## src/chs_pkg.sv

```systemverilog
`default_nettype none

package chs_pkg;

    // Item kinds on the input channel.
    localparam logic [1:0] KIND_SAMPLE = 2'd0;
    localparam logic [1:0] KIND_READ   = 2'd1;
    localparam logic [1:0] KIND_CLEAR  = 2'd2;

    // Configuration register indexes.
    localparam logic CFG_CHANNELS = 1'b0;
    localparam logic CFG_ANTENNAS = 1'b1;

    // Field and register widths fixed by the interface.
    localparam int KIND_W     = 2;
    localparam int SAMPLE_W   = 8;
    localparam int RD_CH_W    = 6;
    localparam int RD_ANT_W   = 4;
    localparam int BIN_W      = 8;
    localparam int BIN_COUNT  = 256;
    localparam int OUT_W      = 32;
    localparam int CFG_CH_W   = 7;
    localparam int CFG_ANT_W  = 5;
    localparam int CFG_DATA_W = 7;

    // Register values after reset.
    localparam logic [CFG_CH_W-1:0]  CFG_CH_RESET  = 7'd40;
    localparam logic [CFG_ANT_W-1:0] CFG_ANT_RESET = 5'd16;

    // One input item as held by the datapath.
    typedef struct packed {
        logic [KIND_W-1:0]          kind;
        logic signed [SAMPLE_W-1:0] real_sample;
        logic signed [SAMPLE_W-1:0] imag_sample;
        logic [RD_CH_W-1:0]         read_channel;
        logic [RD_ANT_W-1:0]        read_antenna;
        logic [BIN_W-1:0]           read_bin;
    } t_in_item;

    // Commands from the controller to the datapath.
    typedef struct packed {
        logic capture;
        logic clear_start;
        logic clear_wr;
        logic sample_wr;
        logic load_out;
    } t_ctrl_cmd;

    // Status from the datapath to the controller.
    typedef struct packed {
        logic clear_last;
        logic out_free;
    } t_ctrl_status;

endpackage

`default_nettype wire

```

## src/chs_ctrl.sv

```systemverilog
`default_nettype none

module chs_ctrl (
    input  wire logic                      i_clk,
    input  wire logic                      i_rst_n,
    input  wire logic                      i_in_valid,
    input  wire logic [1:0]                i_in_kind,
    input  wire chs_pkg::t_ctrl_status     i_status,
    output logic                           o_in_ready,
    output chs_pkg::t_ctrl_cmd             o_cmd
);
    import chs_pkg::*;

    localparam logic [1:0] S_IDLE   = 2'd0;
    localparam logic [1:0] S_READ   = 2'd1;
    localparam logic [1:0] S_UPDATE = 2'd2;
    localparam logic [1:0] S_CLEAR  = 2'd3;

    logic [1:0] r_state, n_state;
    logic       r_is_read, n_is_read;

    // Next state and commands.
    always_comb begin
        n_state    = r_state;
        n_is_read  = r_is_read;
        o_cmd      = '0;
        o_in_ready = 1'b0;
        case (r_state)
            S_IDLE: begin
                o_in_ready = 1'b1;
                if (i_in_valid) begin
                    o_cmd.capture = 1'b1;
                    n_is_read     = (i_in_kind == KIND_READ);
                    if (i_in_kind inside {KIND_SAMPLE, KIND_READ}) begin
                        n_state = S_READ;
                    end else if (i_in_kind == KIND_CLEAR) begin
                        o_cmd.clear_start = 1'b1;
                        n_state           = S_CLEAR;
                    end
                end
            end
            S_READ: begin
                n_state = S_UPDATE;
            end
            S_UPDATE: begin
                if (!r_is_read) begin
                    o_cmd.sample_wr = 1'b1;
                    n_state         = S_IDLE;
                end else if (i_status.out_free) begin
                    o_cmd.load_out = 1'b1;
                    n_state        = S_IDLE;
                end
            end
            S_CLEAR: begin
                o_cmd.clear_wr = 1'b1;
                if (i_status.clear_last) begin
                    n_state = S_IDLE;
                end
            end
            default: begin
                n_state = S_IDLE;
            end
        endcase
    end

    // State registers; reset starts a sweep of the store.
    always_ff @(posedge i_clk) begin
        if (!i_rst_n) begin
            r_state   <= S_CLEAR;
            r_is_read <= 1'b0;
        end else begin
            r_state   <= n_state;
            r_is_read <= n_is_read;
        end
    end

`ifndef NO_ASSERTIONS
    a_clear_enters_sweep: assert property (@(posedge i_clk) disable iff (!i_rst_n)
        (o_cmd.capture && i_in_kind == KIND_CLEAR) |=> (r_state == S_CLEAR))
        else $error("clear item did not start the sweep");

    a_read_then_update: assert property (@(posedge i_clk) disable iff (!i_rst_n)
        (r_state == S_READ) |=> (r_state == S_UPDATE))
        else $error("memory read not followed by update");

    a_sweep_holds: assert property (@(posedge i_clk) disable iff (!i_rst_n)
        (r_state == S_CLEAR && !i_status.clear_last) |=> (r_state == S_CLEAR))
        else $error("sweep left before the last entry");
`endif

endmodule

`default_nettype wire

```

## config.mk

```make
export PLATFORM = sky130hd
export DESIGN_NAME = chs_ctrl
export DESIGN_NICKNAME = d
export VERILOG_FILES = /design/src/chs_pkg.sv /design/src/chs_ctrl.sv
export SDC_FILE = /design/constraint.sdc
export NUM_CORES = 1
export LEC_CHECK = 0
export ABC_AREA = 1
export BUFFER_PORTS_ARGS = -buffer_cell sky130_fd_sc_hd__buf_2
export CORE_AREA = 10 10 47 49
export CTS_BUF_LIST = sky130_fd_sc_hd__clkbuf_2 sky130_fd_sc_hd__clkbuf_4 sky130_fd_sc_hd__clkbuf_8
export CTS_CLUSTER_SIZE = 20
export DETAILED_ROUTE_END_ITERATION = 8
export DIE_AREA = 0 0 57 59
export GPL_TIMING_DRIVEN = 0
export PLACE_DENSITY = 0.42
export SLEW_MARGIN = 20
export SYNTH_ARGS = -nofsm -noshare
export SYNTH_HDL_FRONTEND = slang
export SYNTH_SLANG_ARGS = --single-unit
```

## constraint.sdc

```tcl
create_clock -name i_clk -period 0.95 [get_ports i_clk]
set_input_delay 0.0475 -clock i_clk [delete_from_list [all_inputs] [get_ports i_clk]]
set_output_delay 0.0475 -clock i_clk [all_outputs]
set_load 0.005 [all_outputs]
```

# [Word level (Yosys, flattened, before mapping)]
# Index checks and enable logic that the tools add are counted.
# Widths: inputs -> output; s select.
[word_totals] latchBits=0 rom_bits=0 register_bits=3 mem_count=0 wordCells=33 ram_bits=0 input_bits=7
[classes] muxes=17 mul=0 bitwise=0 shifts=0 order_cmp=0 n_addsub=0 div_mod_pow=0 n_eq_ne=9 n_reduce_logical=5
[ops] cell="$mux 2" n=9
[ops] cell="$pmux 2 s4" n=1
[ops] cell="$mux 1" n=7
[ops] cell="$eq 2x2->1 const B" n=3
[ops] cell="$ne 3x3->1 const B" n=2
[ops] cell="$eq 2x1->1 const B" n=2
[ops] cell="$logic_not 2->1" n=2
[ops] cell="$ne 2x2->1 const B" n=2
[ops] cell="$reduce_and 4->1" n=1
[ops] cell="$reduce_and 2->1" n=1
[ops] cell="$reduce_bool 2->1" n=1

# [Longest topological paths before layout]
[logic_depth] word_depth=5 depth_mapped=5 ltp_nobuf=5

# [Least setup slack after synthesis]
# Ideal clock, no wire load.
[synth_path] path_kind="register to register" startpoint="reg r_state[1]" endpoint="reg r_state[0]" setup_ns=0.122 slack_ns=0.071 arrival_ns=0.756 period_less_slack_ns=0.879 path_stages_with_launch=5 required_time_ns=0.828 cell_sequence="dfxtp_1 -> nor2_1 -> nand2_1 -> nand2_1 -> nand3b_1"
[synth_between] elab_chain_cells=3 elab_cells_between_ends=10
[synth_rtl] item="start: declaration" line="chs_ctrl.sv:19" source="logic [1:0] r_state, n_state;"
[synth_rtl] item="start signal: assignment" line="chs_ctrl.sv:72" source="r_state <= n_state;"
[synth_rtl] item="$eq 2x2->1 / $logic_not 2->1 (equally long branches)" line="chs_ctrl.sv:28" source="case (r_state)"
[synth_rtl] item="$ne 3x3->1 (no line) / $ne 2x2->1 (equally long branches)"
[synth_rtl] item="$reduce_and 4->1 (no line)"
# Parallel ways exist; a longest one is shown, timed or not.
# A chain may end at the register's enable or synchronous reset.

==> summary by stage <==
Run status
The run finished, with violations left. The final reports fail on negative setup slack.

Synth
The number of standard cells after synthesis is 34. The share of the synthesized netlist area taken by xor and xnor gates is 0%. Counting flops with a built-in enable in the synthesized netlist gives 0.

The per-instance average area after synthesis is roughly 5.6 sq um. By area, the combinational part of the netlist is dominated by simple AND/OR/NAND/NOR gates. The share of cell area taken by muxes after synthesis is 0%. The most common cell in the synthesized netlist is sky130_fd_sc_hd__nand2_1. Counting flops with an async set or reset pin after synthesis yields a share of 0%. The flip-flop and latch count after synthesis is 3. The adder-cell area share of the yosys netlist is 0%.

The area share of the largest cell type after synthesis is 31.4%. In the post-synthesis netlist, the biggest area contributors are sky130_fd_sc_hd__dfxtp_1 (31%), sky130_fd_sc_hd__nand2_1 (24%), sky130_fd_sc_hd__nor2_1 (22%). For this run, the number of Yosys warnings is 0. The portion of the post-synthesis area used by sequential elements is around a third. Summing the areas of all compound-gate instances in the mapped netlist gives 0% of the synthesized area. Counting distinct cell types in the post-synthesis netlist gives 7.

The commonest register cell after synthesis is sky130_fd_sc_hd__dfxtp_1. The number of nets in the synthesized netlist is 41. The mapped netlist covers 191 sq um.

The cell type with the largest total area after synthesis is sky130_fd_sc_hd__dfxtp_1. The post-synthesis simple-gate area fraction is 60.8%. Sorting the synthesized cells by how often they occur yields sky130_fd_sc_hd__nand2_1 (12), sky130_fd_sc_hd__nor2_1 (11), sky130_fd_sc_hd__inv_1 (4), sky130_fd_sc_hd__dfxtp_1 (3), sky130_fd_sc_hd__nand3_1 (2).

Route
The number of search-and-repair iterations in the first detailed-routing pass is 4. The initial DRC count is 5. After detailed routing, the number of remaining DRC violations is 0. Wires add up to 635 um. The post-detailed-route via-to-cell ratio is 3.87. For this block, the via count after detailed routing is ~260. The detail route stage leaves a number of antenna-violating nets equal to 0.

The mean routed wirelength per cell is a little over 9 um.

Clocking
TritonCTS built the clock tree. The longest clock path from root to sink contains 2 buffers. The clock net in this run drives a total of 3 sinks. The clock buffer count from CTS is 3.

The library cell used as clock root buffer is sky130_fd_sc_hd__clkbuf_4. Clock latency on the worst-skew pair, taken at its later pin, is approximately 240 ps. The maximum level of the CTS H-tree is 1. Clock-pin slew was measured on the worst setup and hold paths at roughly 40 ps.

Global routing
The via count of the first global-routing pass was 218. For this run, the total global-route usage over all layers was measured as ~3.9%. The initial antenna violation count came to 0. The wire length of the first global-routing pass is between 900 and 1000 um.

For this run the aggregate overflow at the end of global routing stands at 0. Entering global routing, the biggest net connects 6 pins.

Floorplanning
The die covers ~3400 sq um. After floorplanning, the core was sized to cover 1400 sq um. Measured along the x axis, the die boundary spans 57 um. The initialized floorplan defines 14 standard-cell rows. The height of the die is a little under 60 um. 13 I/O pins were placed. The starting density of the core is around 14%.

STA
Setup slack on the critical path of the routed design comes to -136 ps. Hold is met by 26.2 ps. The final number of setup-violating endpoints is 5.

The largest clock skew in the final design is 2.10 ps. The hold violation total from the final report was 0. The clock period minus worst slack is ~1100 ps. The count of final max-slew check failures is 0. The part of the cycle the worst path needs is 114%. The relative slew slack is a little over four fifths. The highest clock frequency the design can meet is between 900 and 1000 MHz. At the pin with the least slew margin, the transition time is 234 ps.

Setup repair after global routing could not meet its margin everywhere.

Power
In this run the power spent charging and discharging nets is roughly 0.00014 W. Per report_power, the clock group accounts for 49.7% of the total. Dividing total power by cell area gives a power density of between 1500 and 2000 nW/um^2. The cell internal power dissipation is 0.000380 W. The completed layout was analyzed and its total power is roughly 0.00052 W. Net switching is approximately 27% of the power. The share of total power dissipated in sequential elements is a little under a third. The analysis attributes to cell leakage a power of approximately 0.19 nW. The combinational share of power is between 10% and 20%. The peak ir drop on the vdd network is around 0.69 mV.

Finish
Counting the fill cells in the layout gives between 150 and 200. The layout-stage area growth over the synthesis result is 77.8%. The finished layout cell area is about 340 sq um.

In the final layout, the share of cells above drive strength 1 is between 40% and 50%. The net count of the finished layout is 60. The count of antenna diodes in the layout is 0.

Critical path
The required time of the critical path is roughly 900 ps. The worst setup path is captured at an output pin. Data arrives at the worst endpoint at roughly 1000 ps. The critical path in this run is classified as reg -> out.

The peak fanout along the critical path is 5. The type of element launching the critical path is a register.

Placed design
Input and output buffers added on the ports amount to 12. The congestion estimate from routability-driven global placement came to approximately 0.67. The total half-perimeter wirelength after legalization and detailed placement is a little over 500 um. The standard cell area after detailed placement is between 200 and 300 sq um.

Hold path
The classification of the worst-slack hold path is in -> reg.

Job
The total of max-cap violations is 0.
-- metrics by stage --
stage          TNS, ps  std cells  utilization, %  setup WS [ps]
5_1_grt          -1170         68            24.3           -288
2_1_floorplan        0         34               -           71.5
3_5_place_dp         0         62            19.4           21.5
4_1_cts           -326         68            23.4           -142
6_report          -345         68            24.3           -136
3_3_place_gp         0         62            19.4           5.46
-- cells by family (layout without fill, tap and decap cells) --
| logic type | after synthesis | after routing |
|---|---|---|
| buffers and inverters | 4 | 22 |
| DFF | 3 | 3 |
| and+or+nand+nor | 27 | 27 |
-- layout by cell type, fill, tap and decap left out, drive strengths merged --
cell,count
nand3b,1
nand2,12
nand3,2
nor2,11
dfxtp,3
inv,4
nor3b,1
clkbuf,4
buf,14
-- layout make-up --
class                           instances  area, sq um  share of cell area (%)
Clock buffer                            4         30.0                    8.82
Inverter                                4         15.0                    4.41
Multi-Input combinational cell         27          123                    36.0
Sequential cell                         3         67.6                    19.9
Tap cell                               16         20.0                    5.88
Timing Repair Buffer                   14         85.1                    25.0
-- power groups by stage --
| stage | logic [W] | clock network, W | registers, W |
|---|---|---|---|
| 2_1_floorplan | 0.0000509 | 0 | 0.000153 |
| 3_3_place_gp | 0.0000935 | 0 | 0.000157 |
| 3_5_place_dp | 0.0000935 | 0 | 0.000157 |
| 4_1_cts | 0.000102 | 0.000266 | 0.000157 |
| 5_1_grt | 0.000119 | 0.000286 | 0.000164 |
| 6_report | 0.000103 | 0.000260 | 0.000160 |
-- worst max-delay path, stage by stage (launching register included) --
cell                      delay [ps]
sky130_fd_sc_hd__dfxtp_4         350
sky130_fd_sc_hd__nor3b_4         190
sky130_fd_sc_hd__nand2_1          60
sky130_fd_sc_hd__nor2_1           80
sky130_fd_sc_hd__buf_2           110
-- path summary, 6_finish.rpt --
kind | from | end | slack (ps) | cells past startpoint
max | r_state[1] | o_cmd[3] | -140 | 4
min | i_rst_n | r_state[0] | 30 | 2
max reg2reg | r_state[1] | r_state[1] | 20 | 4
min reg2reg | r_is_read | r_is_read | 510 | 2
-- timing repair --
item | CTS | global route
buffers inserted | 2 | 0
pin swaps | 1 | 1
hold buffers | 0 | 0
gates resized for setup | 4 | 3
cloned | 0 | 0
hold endpoints to repair | 0 | 0
endpoints found under the setup margin | 6 | 9
-- registers in the layout (all words and copies together) (netlist names) --
register / count
r_state: 2
r_is_read: 1
-- layer usage --
layer  share of wire (%)  vias to the layer above  wire (um)  track usage (%)
li1                    -                      139          -                -
met1                  46                      114        291             4.28
met5                   0                        -          0                0
met4                   0                        0          0             3.02
met2                  43                       10        271             4.03
met3                  11                        0         71             4.08
Note: power is estimated with default switching activity, not from simulation.
